### config.mk
export PLATFORM = sky130hd
export DESIGN_NAME = page_fault_frame_manager
export DESIGN_NICKNAME = d
export VERILOG_FILES = /design/src/rtl/core/pffm_pkg.sv /design/src/rtl/core/pffm_ram.sv /design/src/rtl/core/pffm_scan.sv /design/src/rtl/core/page_fault_frame_manager.sv
export SDC_FILE = /design/constraint.sdc
export NUM_CORES = 1
export LEC_CHECK = 0
export ABC_AREA = 1
export ABC_CLOCK_PERIOD_IN_PS = 7200
export BUFFER_PORTS_ARGS = -buffer_cell sky130_fd_sc_hd__buf_2
export CAP_MARGIN = 5
export CORE_MARGIN = 5
export CORE_UTILIZATION = 50
export CTS_CLUSTER_DIAMETER = 60
export DETAILED_ROUTE_END_ITERATION = 8
export PLACE_DENSITY = 0.65
export SKIP_CTS_REPAIR_TIMING = 1
export SKIP_LAST_GASP = 1
export SYNTH_ARGS = -nofsm -noshare
export SYNTH_HDL_FRONTEND = slang
export SYNTH_SLANG_ARGS = --single-unit
### constraint.sdc
create_clock -name clk_i -period 7.2 [get_ports clk_i]
set_input_delay 1.8 -clock clk_i [delete_from_list [all_inputs] [get_ports clk_i]]
set_output_delay 1.8 -clock clk_i [all_outputs]
set_load 0.01 [all_outputs]
### src/rtl/core/pffm_pkg.sv
package pffm_pkg;

  localparam int unsigned CFG_W     = 7;
  localparam int unsigned CFG_IDX_W = 1;
  localparam int unsigned PAGE_W    = 6;
  // Owner entries hold a page index plus an empty flag in the top bit.
  localparam int unsigned OWN_W     = PAGE_W + 1;

  localparam logic [CFG_W-1:0] PAGES_RST  = 7'd64;
  localparam logic [CFG_W-1:0] FRAMES_RST = 7'd16;
  localparam logic [OWN_W-1:0] OWNER_EMPTY = {1'b1, {PAGE_W{1'b0}}};

  typedef enum logic [CFG_IDX_W-1:0] {
    REG_PAGES_IN_USE  = 1'b0,
    REG_FRAMES_IN_USE = 1'b1
  } cfg_reg_e;

  typedef enum logic [1:0] {
    ST_OK    = 2'd0,
    ST_RANGE = 2'd1,
    ST_FULL  = 2'd2
  } status_e;

  typedef enum logic [1:0] {
    LOC_NONE = 2'd0,
    LOC_RAM  = 2'd1,
    LOC_SWAP = 2'd2
  } loc_e;

  typedef enum logic [1:0] {
    ACC_NONE = 2'd0,
    ACC_READ = 2'd1,
    ACC_RW   = 2'd2
  } prot_e;

  typedef struct packed {
    loc_e  loc;
    prot_e prot;
    logic  dirty;
    logic  evac;
  } pte_t;

  typedef struct packed {
    status_e             status;
    logic                evicted;
    logic [PAGE_W-1:0]   victim;
    logic [PAGE_W-1:0]   slot;
    logic                wb;
    logic                mapped;
    logic [PAGE_W-1:0]   frame;
    prot_e               prot;
  } res_t;

  typedef struct packed {
    logic done;
    logic found;
  } scan_res_t;

  typedef enum logic [3:0] {
    S_CLEAR,
    S_IDLE,
    S_PCHK,
    S_FSCAN,
    S_SSCAN,
    S_V0,
    S_V1,
    S_V2,
    S_V3,
    S_DONE
  } state_e;

endpackage

### src/rtl/core/pffm_ram.sv
module pffm_ram #(
  parameter int unsigned WIDTH = 8,
  parameter int unsigned DEPTH = 64,
  localparam int unsigned AW = (DEPTH > 1) ? $clog2(DEPTH) : 1
) (
  input  logic             clk_i,
  input  logic             we_i,
  input  logic [AW-1:0]    waddr_i,
  input  logic [WIDTH-1:0] wdata_i,
  input  logic [AW-1:0]    raddr_i,
  output logic [WIDTH-1:0] rdata_o
);

  logic [WIDTH-1:0] mem_q [DEPTH];
  logic [WIDTH-1:0] rdata_q;

  always_ff @(posedge clk_i) begin
    if (we_i) begin
      mem_q[waddr_i] <= wdata_i;
    end
    rdata_q <= mem_q[raddr_i];
  end

  assign rdata_o = rdata_q;

endmodule

### src/rtl/core/pffm_scan.sv
module pffm_scan #(
  parameter int unsigned CNT_W = 7
) (
  input  logic                  clk_i,
  input  logic                  rst_ni,
  input  logic                  start_i,
  input  logic [CNT_W-1:0]      limit_i,
  input  logic                  empty_i,
  output logic [CNT_W-1:0]      addr_o,
  output logic [CNT_W-1:0]      index_o,
  output pffm_pkg::scan_res_t   res_o
);
  import pffm_pkg::*;

  logic             busy_q, busy_d;
  logic             chk_q, chk_d;
  logic [CNT_W-1:0] idx_q, idx_d;
  logic [CNT_W-1:0] chk_idx_q, chk_idx_d;
  logic [CNT_W-1:0] lim_q, lim_d;

  // One entry is issued per cycle; its empty flag is checked in the next cycle,
  // when the registered read data arrives.
  always_comb begin
    busy_d    = busy_q;
    chk_d     = 1'b0;
    idx_d     = idx_q;
    chk_idx_d = chk_idx_q;
    lim_d     = lim_q;
    res_o     = '0;

    if (busy_q && (idx_q < lim_q)) begin
      chk_d     = 1'b1;
      chk_idx_d = idx_q;
      idx_d     = idx_q + CNT_W'(1);
    end

    if (chk_q) begin
      if (empty_i) begin
        res_o.done  = 1'b1;
        res_o.found = 1'b1;
      end else if ((chk_idx_q + CNT_W'(1)) == lim_q) begin
        res_o.done = 1'b1;
      end
    end

    if (res_o.done) begin
      busy_d = 1'b0;
      chk_d  = 1'b0;
    end

    if (start_i) begin
      busy_d = 1'b1;
      chk_d  = 1'b0;
      idx_d  = '0;
      lim_d  = limit_i;
    end
  end

  always_ff @(posedge clk_i or negedge rst_ni) begin
    if (!rst_ni) begin
      busy_q <= 1'b0;
      chk_q  <= 1'b0;
      idx_q  <= '0;
    end else begin
      busy_q <= busy_d;
      chk_q  <= chk_d;
      idx_q  <= idx_d;
    end
  end

  always_ff @(posedge clk_i) begin
    chk_idx_q <= chk_idx_d;
    lim_q     <= lim_d;
  end

  assign addr_o  = idx_q;
  assign index_o = chk_idx_q;

endmodule

### src/rtl/core/page_fault_frame_manager.sv
// Page fault frame manager.
// The input channel (in_valid_i, in_stall_o, fault_page_i) takes one fault per
// item; the output channel (out_valid_o, out_stall_i and the result fields)
// returns exactly one result item for it. Page, frame and swap owner tables
// sit in single-port-read RAMs; one scanner walks the frame table and then the
// swap table, one entry per cycle, looking for the first empty owner.
// An out-of-range page goes straight to the result; an already mapped page
// needs only the page table read. Else a scan of the nf frames in use seeks
// a free frame; if none is free, a scan of the np pages in use seeks a free
// swap slot, and frame 0 is evicted into it, or the item ends as full.
// The input stalls while an item is in work; the next item is taken as soon
// as the result sits in the output register, even if it is not yet taken.
// A stalled result holds; a finished item waits until the output is free.
// After reset the tables are cleared by a pass over max(MAX_PAGES, MAX_FRAMES)
// addresses, during which no item is accepted. Configuration writes (cfg_we_i,
// cfg_idx_i, cfg_data_i) may come at any time the block is idle.
module page_fault_frame_manager #(
  parameter int unsigned MAX_PAGES  = 64,
  parameter int unsigned MAX_FRAMES = 64
) (
  input  logic                            clk_i,
  input  logic                            rst_ni,
  input  logic                            cfg_we_i,
  input  logic [pffm_pkg::CFG_IDX_W-1:0]  cfg_idx_i,
  input  logic [pffm_pkg::CFG_W-1:0]      cfg_data_i,
  input  logic                            in_valid_i,
  output logic                            in_stall_o,
  input  logic [pffm_pkg::PAGE_W-1:0]     fault_page_i,
  output logic                            out_valid_o,
  input  logic                            out_stall_i,
  output logic [1:0]                      status_o,
  output logic                            evicted_o,
  output logic [pffm_pkg::PAGE_W-1:0]     victim_page_o,
  output logic [pffm_pkg::PAGE_W-1:0]     swap_slot_o,
  output logic                            write_back_o,
  output logic                            mapped_in_o,
  output logic [pffm_pkg::PAGE_W-1:0]     frame_o,
  output logic [1:0]                      new_protection_o
);
  import pffm_pkg::*;

  localparam int unsigned MAX_DEPTH = (MAX_PAGES > MAX_FRAMES) ? MAX_PAGES : MAX_FRAMES;
  localparam int unsigned CNT_W     = $clog2(MAX_DEPTH + 1);
  localparam int unsigned PA_W      = (MAX_PAGES > 1) ? $clog2(MAX_PAGES) : 1;
  localparam int unsigned FA_W      = (MAX_FRAMES > 1) ? $clog2(MAX_FRAMES) : 1;
  localparam int unsigned PTE_W     = $bits(pte_t);

  state_e state_q, state_d;

  logic [CFG_W-1:0]  pages_q, frames_q;
  logic [CNT_W-1:0]  np, nf;
  logic [CNT_W-1:0]  clr_q, clr_d;
  logic [PAGE_W-1:0] page_q, page_d;
  logic [PAGE_W-1:0] v_q, v_d;
  logic [CNT_W-1:0]  k_q, k_d;
  pte_t              pte_q, pte_d;
  res_t              res_q, res_d;
  res_t              out_q;
  logic              out_valid_q, out_valid_d;
  logic              out_load;

  logic              pt_we;
  logic [PA_W-1:0]   pt_waddr, pt_raddr;
  pte_t              pt_wdata, pt_rpte;
  logic [PTE_W-1:0]  pt_rdata;

  logic              fr_we;
  logic [FA_W-1:0]   fr_waddr, fr_raddr;
  logic [OWN_W-1:0]  fr_wdata, fr_rdata;

  logic              sw_we;
  logic [PA_W-1:0]   sw_waddr, sw_raddr;
  logic [OWN_W-1:0]  sw_wdata, sw_rdata;

  logic              scan_start;
  logic [CNT_W-1:0]  scan_lim;
  logic              scan_empty;
  logic [CNT_W-1:0]  scan_addr, scan_idx;
  scan_res_t         scan_res;

  pte_t              upd_pte;

  always_comb begin
    if (int'(pages_q) > int'(MAX_PAGES)) begin
      np = CNT_W'(MAX_PAGES);
    end else begin
      np = CNT_W'(pages_q);
    end
    if (int'(frames_q) > int'(MAX_FRAMES)) begin
      nf = CNT_W'(MAX_FRAMES);
    end else if (frames_q == '0) begin
      nf = CNT_W'(1);
    end else begin
      nf = CNT_W'(frames_q);
    end
  end

  pffm_ram #(.WIDTH(PTE_W), .DEPTH(MAX_PAGES)) u_page_ram (
    .clk_i   (clk_i),
    .we_i    (pt_we),
    .waddr_i (pt_waddr),
    .wdata_i (pt_wdata),
    .raddr_i (pt_raddr),
    .rdata_o (pt_rdata)
  );

  pffm_ram #(.WIDTH(OWN_W), .DEPTH(MAX_FRAMES)) u_frame_ram (
    .clk_i   (clk_i),
    .we_i    (fr_we),
    .waddr_i (fr_waddr),
    .wdata_i (fr_wdata),
    .raddr_i (fr_raddr),
    .rdata_o (fr_rdata)
  );

  pffm_ram #(.WIDTH(OWN_W), .DEPTH(MAX_PAGES)) u_swap_ram (
    .clk_i   (clk_i),
    .we_i    (sw_we),
    .waddr_i (sw_waddr),
    .wdata_i (sw_wdata),
    .raddr_i (sw_raddr),
    .rdata_o (sw_rdata)
  );

  pffm_scan #(.CNT_W(CNT_W)) u_scan (
    .clk_i   (clk_i),
    .rst_ni  (rst_ni),
    .start_i (scan_start),
    .limit_i (scan_lim),
    .empty_i (scan_empty),
    .addr_o  (scan_addr),
    .index_o (scan_idx),
    .res_o   (scan_res)
  );

  assign pt_rpte    = pte_t'(pt_rdata);
  assign scan_empty = (state_q == S_SSCAN) ? sw_rdata[PAGE_W] : fr_rdata[PAGE_W];
  assign out_load   = (state_q == S_DONE) && (!out_valid_q || !out_stall_i);

  // Protection raise for a page that is already present.
  always_comb begin
    upd_pte = pt_rpte;
    case (pt_rpte.prot)
      ACC_NONE: upd_pte.prot = ACC_READ;
      ACC_READ: begin
        upd_pte.prot  = ACC_RW;
        upd_pte.dirty = 1'b1;
      end
      default: upd_pte.prot = pt_rpte.prot;
    endcase
  end

  always_comb begin
    state_d    = state_q;
    clr_d      = clr_q;
    page_d     = page_q;
    v_d        = v_q;
    k_d        = k_q;
    pte_d      = pte_q;
    res_d      = res_q;
    scan_start = 1'b0;
    scan_lim   = nf;

    pt_we      = 1'b0;
    pt_waddr   = PA_W'(page_q);
    pt_wdata   = '0;
    pt_raddr   = PA_W'(page_q);
    fr_we      = 1'b0;
    fr_waddr   = FA_W'(scan_idx);
    fr_wdata   = {1'b0, page_q};
    fr_raddr   = FA_W'(scan_addr);
    sw_we      = 1'b0;
    sw_waddr   = PA_W'(k_q);
    sw_wdata   = {1'b0, v_q};
    sw_raddr   = PA_W'(scan_addr);

    unique case (state_q)
      S_CLEAR: begin
        pt_we    = (int'(clr_q) < int'(MAX_PAGES));
        pt_waddr = PA_W'(clr_q);
        pt_wdata = '0;
        sw_we    = (int'(clr_q) < int'(MAX_PAGES));
        sw_waddr = PA_W'(clr_q);
        sw_wdata = OWNER_EMPTY;
        fr_we    = (int'(clr_q) < int'(MAX_FRAMES));
        fr_waddr = FA_W'(clr_q);
        fr_wdata = OWNER_EMPTY;
        clr_d    = clr_q + CNT_W'(1);
        if (clr_q == CNT_W'(MAX_DEPTH - 1)) begin
          state_d = S_IDLE;
        end
      end
      S_IDLE: begin
        pt_raddr = PA_W'(fault_page_i);
        if (in_valid_i) begin
          page_d = fault_page_i;
          res_d  = '0;
          if (int'(fault_page_i) >= int'(np)) begin
            res_d.status = ST_RANGE;
            state_d      = S_DONE;
          end else begin
            state_d = S_PCHK;
          end
        end
      end
      S_PCHK: begin
        pte_d = pt_rpte;
        if (pt_rpte.loc == LOC_NONE) begin
          scan_start = 1'b1;
          scan_lim   = nf;
          state_d    = S_FSCAN;
        end else begin
          pt_we      = 1'b1;
          pt_wdata   = upd_pte;
          res_d.prot = upd_pte.prot;
          state_d    = S_DONE;
        end
      end
      S_FSCAN: begin
        if (scan_res.done) begin
          if (scan_res.found) begin
            fr_we          = 1'b1;
            fr_waddr       = FA_W'(scan_idx);
            pt_we          = 1'b1;
            pt_wdata       = '{loc: LOC_RAM, prot: ACC_READ, dirty: pte_q.dirty,
                               evac: pte_q.evac};
            res_d.mapped   = 1'b1;
            res_d.frame    = PAGE_W'(scan_idx);
            res_d.prot     = ACC_READ;
            state_d        = S_DONE;
          end else begin
            scan_start = 1'b1;
            scan_lim   = np;
            state_d    = S_SSCAN;
          end
        end
      end
      S_SSCAN: begin
        scan_lim = np;
        if (scan_res.done) begin
          if (scan_res.found) begin
            k_d           = scan_idx;
            res_d.evicted = 1'b1;
            res_d.slot    = PAGE_W'(scan_idx);
            state_d       = S_V0;
          end else begin
            res_d.status = ST_FULL;
            res_d.prot   = pte_q.prot;
            state_d      = S_DONE;
          end
        end
      end
      S_V0: begin
        fr_raddr = '0;
        state_d  = S_V1;
      end
      S_V1: begin
        v_d      = fr_rdata[PAGE_W-1:0];
        pt_raddr = PA_W'(fr_rdata[PAGE_W-1:0]);
        state_d  = S_V2;
      end
      S_V2: begin
        // Victim goes to swap; frame 0 is handed to the faulting page.
        res_d.victim = v_q;
        res_d.wb     = pt_rpte.dirty | ~pt_rpte.evac;
        pt_we        = 1'b1;
        pt_waddr     = PA_W'(v_q);
        pt_wdata     = '{loc: LOC_SWAP, prot: ACC_NONE, dirty: pt_rpte.dirty, evac: 1'b1};
        sw_we        = 1'b1;
        fr_we        = 1'b1;
        fr_waddr     = '0;
        state_d      = S_V3;
      end
      S_V3: begin
        pt_we        = 1'b1;
        pt_wdata     = '{loc: LOC_RAM, prot: ACC_READ, dirty: pte_q.dirty,
                         evac: pte_q.evac};
        res_d.mapped = 1'b1;
        res_d.frame  = '0;
        res_d.prot   = ACC_READ;
        state_d      = S_DONE;
      end
      S_DONE: begin
        if (out_load) begin
          state_d = S_IDLE;
        end
      end
      default: state_d = S_IDLE;
    endcase

    out_valid_d = (out_valid_q & out_stall_i) | out_load;
  end

  always_ff @(posedge clk_i or negedge rst_ni) begin
    if (!rst_ni) begin
      state_q     <= S_CLEAR;
      clr_q       <= '0;
      out_valid_q <= 1'b0;
      pages_q     <= PAGES_RST;
      frames_q    <= FRAMES_RST;
    end else begin
      state_q     <= state_d;
      clr_q       <= clr_d;
      out_valid_q <= out_valid_d;
      if (cfg_we_i) begin
        if (cfg_idx_i == REG_PAGES_IN_USE) begin
          pages_q <= cfg_data_i;
        end else if (cfg_idx_i == REG_FRAMES_IN_USE) begin
          frames_q <= cfg_data_i;
        end
      end
    end
  end

  always_ff @(posedge clk_i) begin
    page_d_reg: begin
      page_q <= page_d;
    end
    v_q   <= v_d;
    k_q   <= k_d;
    pte_q <= pte_d;
    res_q <= res_d;
    if (out_load) begin
      out_q <= res_q;
    end
  end

  assign in_stall_o       = (state_q != S_IDLE);
  assign out_valid_o      = out_valid_q;
  assign status_o         = out_q.status;
  assign evicted_o        = out_q.evicted;
  assign victim_page_o    = out_q.victim;
  assign swap_slot_o      = out_q.slot;
  assign write_back_o     = out_q.wb;
  assign mapped_in_o      = out_q.mapped;
  assign frame_o          = out_q.frame;
  assign new_protection_o = out_q.prot;

endmodule
==> reports/summary.md <==
## Yosys
* main combinational cell family by area after synthesis: simple AND/OR/NAND/NOR gates
* YS warnings: 0
* ys flop type: sky130_fd_sc_hd__edfxtp_1
* post-synthesis adder-cell area fraction: 0.00478
* proportion of synthesized flip-flops having asynchronous set or reset: 0.0339
* fraction of the mapped netlist area in simple logic gates: 0.192
* count of different cell masters after synthesis: 47
* count of flip-flops with a built-in enable after synthesis: 982
* count of state elements after synthesis: 1031
* syn avg cell area: 11.6 µm²
* mux contribution to synthesized area: 0
* fraction of the yosys area taken by sequential cells: 0.688
* fraction of synthesized cell area in xor and xnor cells: 0.00374
* number of standard cells after synthesis: 3846
* complex-gate fraction of the synthesized area: 0.0550
* Cell Area, Synth: 44500 µm²
* Post-Syn Nets: 3882

## Die
* standard-cell row count: 109
* # IOs: 46
* horizontal die dimension: 308 µm
* area enclosed by the die boundary: 95100 µm²
* core box area: 88400 µm²
* starting density of the core: 0.504
* vertical die dimension: 308 µm

## Clock network
* Clock Pin Slew Worst Setup and Hold Paths: 0.07 ns
* clock tree from TritonCTS: yes
* buffer type at the clock tree root: sky130_fd_sc_hd__clkbuf_16
* total clock sinks: 1031
* number of clock buffers inserted by TritonCTS: 106
* CTS H-tree depth: 3
* CTS max path bufs: 3
* Clock Latency Late Sink: 0.70 ns

## Place
* placed standard-cell area: 45800 µm²
* Placer Congestion: 0.860
* Buffers on Ports: 45
* HPWL after detailed placement: 64700 µm

## Timing
* transition time at the pin with the least slew margin: 1.25 ns
* tightest slew margin relative to the limit: 0.160
* final critical delay including setup and external delays: 4.69 ns
* final hold violation count: 0
* final worst clock skew: 0.0486 ns
* total negative slack for setup checks: 0 ns
* final setup violation count: 0
* setup repair after global routing missed its margin: no
* number of pins with negative max-slew slack in the final report: 0
* Fmax achieved: 213 MHz
* period utilisation layout: 0.651

## Setup path
* Worst R2R Path Depth: 8
* R2R setup slack: 2.51 ns
* type of destination of the critical path: flip-flop
* end of the worst register-to-register path: u_frame_ram.mem_q[54][2]$_DFFE_PP_
* worst-path maximum fanout: 128
* data required time of the worst path: 7.51 ns
* CP arrival: 5.00 ns
* worst setup path start: state_q[3]$_DFFE_PN0P_
* nature of the critical path startpoint: flip-flop
* worst setup path category: flip-flop to flip-flop
* worst reg2reg startpoint: state_q[3]$_DFFE_PN0P_

## Final layout
* share of the core filled with cells: 0.556
* fill cell count: 7355
* NumNets Final: 3872
* Antenna Diode Count: 0
* final instance area: 49100 µm²
* share of post-route cells with drive strength above 1: 0.129
* growth of design area from synthesis to finish: 10.3%

## Detailed routing
* DR DRC count: 0
* via/cell ratio: 5.69
* post-detailed-route wirelength per cell: 21.8 µm
* final wirelength: 111000 µm
* Final ANT Viol Nets: 0
* first-pass iteration count of the detailed router: 6
* first-iteration detailed-routing DRC count: 3144
* via total after detailed routing: 28936

## Power and ir drop
* internal power: 0.0127 W
* combinational share of power: 0.370
* Switching Share: 0.397
* Cell Pwr Density: 428 nW/µm²
* Max IR drop VDD: 0.545 mV
* Clock Power Share: 0.251
* part of the power in registers: 0.378
* static leakage power: 18.0 nW
* switching power summed over all nets: 0.00835 W

## Hold path
* Tightest Hold Check Type: flip-flop to flip-flop
* Worst Hold Depth: 0
* start point of the worst hold path: res_q[7]$_DFFE_PP_
* Worst Hold Endpoint: frame_o[5]$_DFFE_PP_

## Status
* run status: finished, final reports clean

## Global routing
* GR Util All Layers: 0.230
* number of global-route vias before repair: 28487
* number of antenna violations at the first check in global routing: 0
* total overflow reported by the global router: 0
* maximum number of pins on one net before global-route repair: 130
* global-route wire length before repair: 169000 µm

## Job
* Max Cap Viol: 0

## flip-flops by register name (all words and copies together) (netlist names), 25 cells and up
register	count
u_frame_ram.mem_q	448
u_page_ram.mem_q	384
u_swap_ram.mem_q	64
res_q	25
## per-stage QoR
stage / cells / power (W) / setup WS [ns] / hold WS [ns]
after floorplan: 3846 / 0.0132 / 1.89 / 0.400
after global placement: 4893 / 0.0157 / 2.71 / 0.402
after detailed placement: 4893 / 0.0158 / 2.66 / 0.405
after CTS: 5087 / 0.0211 / 2.62 / 0.416
after global routing: 5087 / 0.0220 / 2.40 / 0.423
final: 5087 / 0.0210 / 2.51 / 0.419
## Yosys cell counts, drive strengths merged, types with 2 or more instances
| master | instances | area (µm²) |
|---|---|---|
| clkbuf | 91 | 342 |
| nand2 | 478 | 1810 |
| dfxtp | 14 | 280 |
| o21ai | 80 | 400 |
| a22o | 3 | 26.3 |
| nand3b | 62 | 465 |
| nor4 | 3 | 18.8 |
| dfstp | 2 | 52.6 |
| a21oi | 22 | 118 |
| xnor2 | 3 | 26.3 |
| or2 | 225 | 1410 |
| nand3 | 664 | 3340 |
| a211oi | 2 | 15.0 |
| nor2 | 312 | 1210 |
| a31oi | 2 | 12.5 |
| dfrtp | 33 | 826 |
| ha | 17 | 213 |
| o211ai | 227 | 1710 |
| nor3 | 21 | 105 |
| buf | 105 | 527 |
| o22ai | 10 | 62.6 |
| inv | 436 | 1640 |
| nand4 | 22 | 188 |
| xor2 | 16 | 140 |
| edfxtp | 982 | 29500 |
| o221ai | 6 | 52.6 |
## cell usage in the layout (no fill, tap or decap), types with 32 or more instances in the layout
cell type and n:
sky130_fd_sc_hd__o21ai_0 73, sky130_fd_sc_hd__or2_2 211, sky130_fd_sc_hd__nand2_1 466, sky130_fd_sc_hd__buf_4 32, sky130_fd_sc_hd__nand3_1 660, sky130_fd_sc_hd__clkbuf_16 107, sky130_fd_sc_hd__dfrtp_1 33, sky130_fd_sc_hd__nand3b_1 62
sky130_fd_sc_hd__edfxtp_1 982, sky130_fd_sc_hd__nor2_1 294, sky130_fd_sc_hd__o211ai_1 226, sky130_fd_sc_hd__buf_2 45, sky130_fd_sc_hd__inv_1 415
## layout make-up
| type | instances | area, µm² | share of cell area |
|---|---|---|---|
| multi-input cells | 2182 | 11500 | 0.235 |
| well taps | 1165 | 1460 | 0.0297 |
| flip-flops and latches | 1031 | 30600 | 0.624 |
| clock inverters | 71 | 611 | 0.0124 |
| clock buffers | 123 | 2740 | 0.0558 |
| inverters | 437 | 1650 | 0.0335 |
| repair buffers | 78 | 485 | 0.00989 |
## metal layers
layer | global-route usage | wire [µm] | vias up
met5 | 0 | 0 | -
met4 | 0.0757 | 3650 | 0
met3 | 0.0347 | 7310 | 212
met2 | 0.382 | 53600 | 1055
met1 | 0.314 | 46400 | 14175
li1 | - | - | 13494
## critical path: stages (launching register included)
cell and delay (ns):
sky130_fd_sc_hd__dfrtp_1 0.46, sky130_fd_sc_hd__nor2_2 0.20, sky130_fd_sc_hd__inv_1 0.11, sky130_fd_sc_hd__nor2_4 0.70, sky130_fd_sc_hd__buf_12 0.48, sky130_fd_sc_hd__nand2_1 0.27
sky130_fd_sc_hd__o21ai_0 0.27, sky130_fd_sc_hd__nand4_1 0.90, sky130_fd_sc_hd__nor2_1 0.86
## power groups by stage
stage | combinational (W) | sequential (W) | clock [W]
2_1_floorplan | 0.00517 | 0.00802 | 0
3_3_place_gp | 0.00768 | 0.00806 | 0
3_5_place_dp | 0.00774 | 0.00807 | 0
4_1_cts | 0.00777 | 0.00795 | 0.00535
5_1_grt | 0.00845 | 0.00798 | 0.00561
6_report | 0.00778 | 0.00795 | 0.00527
## how the worst max path moves through the flow
stage	to	slack (ns)	cells after the start
after global routing	u_frame_ram.mem_q[54][1]$_DFFE_PP_	2.40	8
after global placement	u_page_ram.rdata_o[2]$_DFF_P_	2.71	12
after floorplan	u_frame_ram.mem_q[0][0]$_DFFE_PP_	1.89	6
after detailed placement	u_frame_ram.mem_q[54][5]$_DFFE_PP_	2.66	8
final	u_frame_ram.mem_q[54][2]$_DFFE_PP_	2.51	8
after CTS	u_frame_ram.mem_q[54][1]$_DFFE_PP_	2.62	8
## logic make-up after synthesis
group | after synthesis
AO/OA/AOI/OAI | 359
XOR/XNOR | 19
adder cells (fa/ha/maj) | 17
buffers and inverters | 633
flip-flops | 1031
AND/OR/NAND/NOR | 1787
Power figures use the tool's default switching activity.
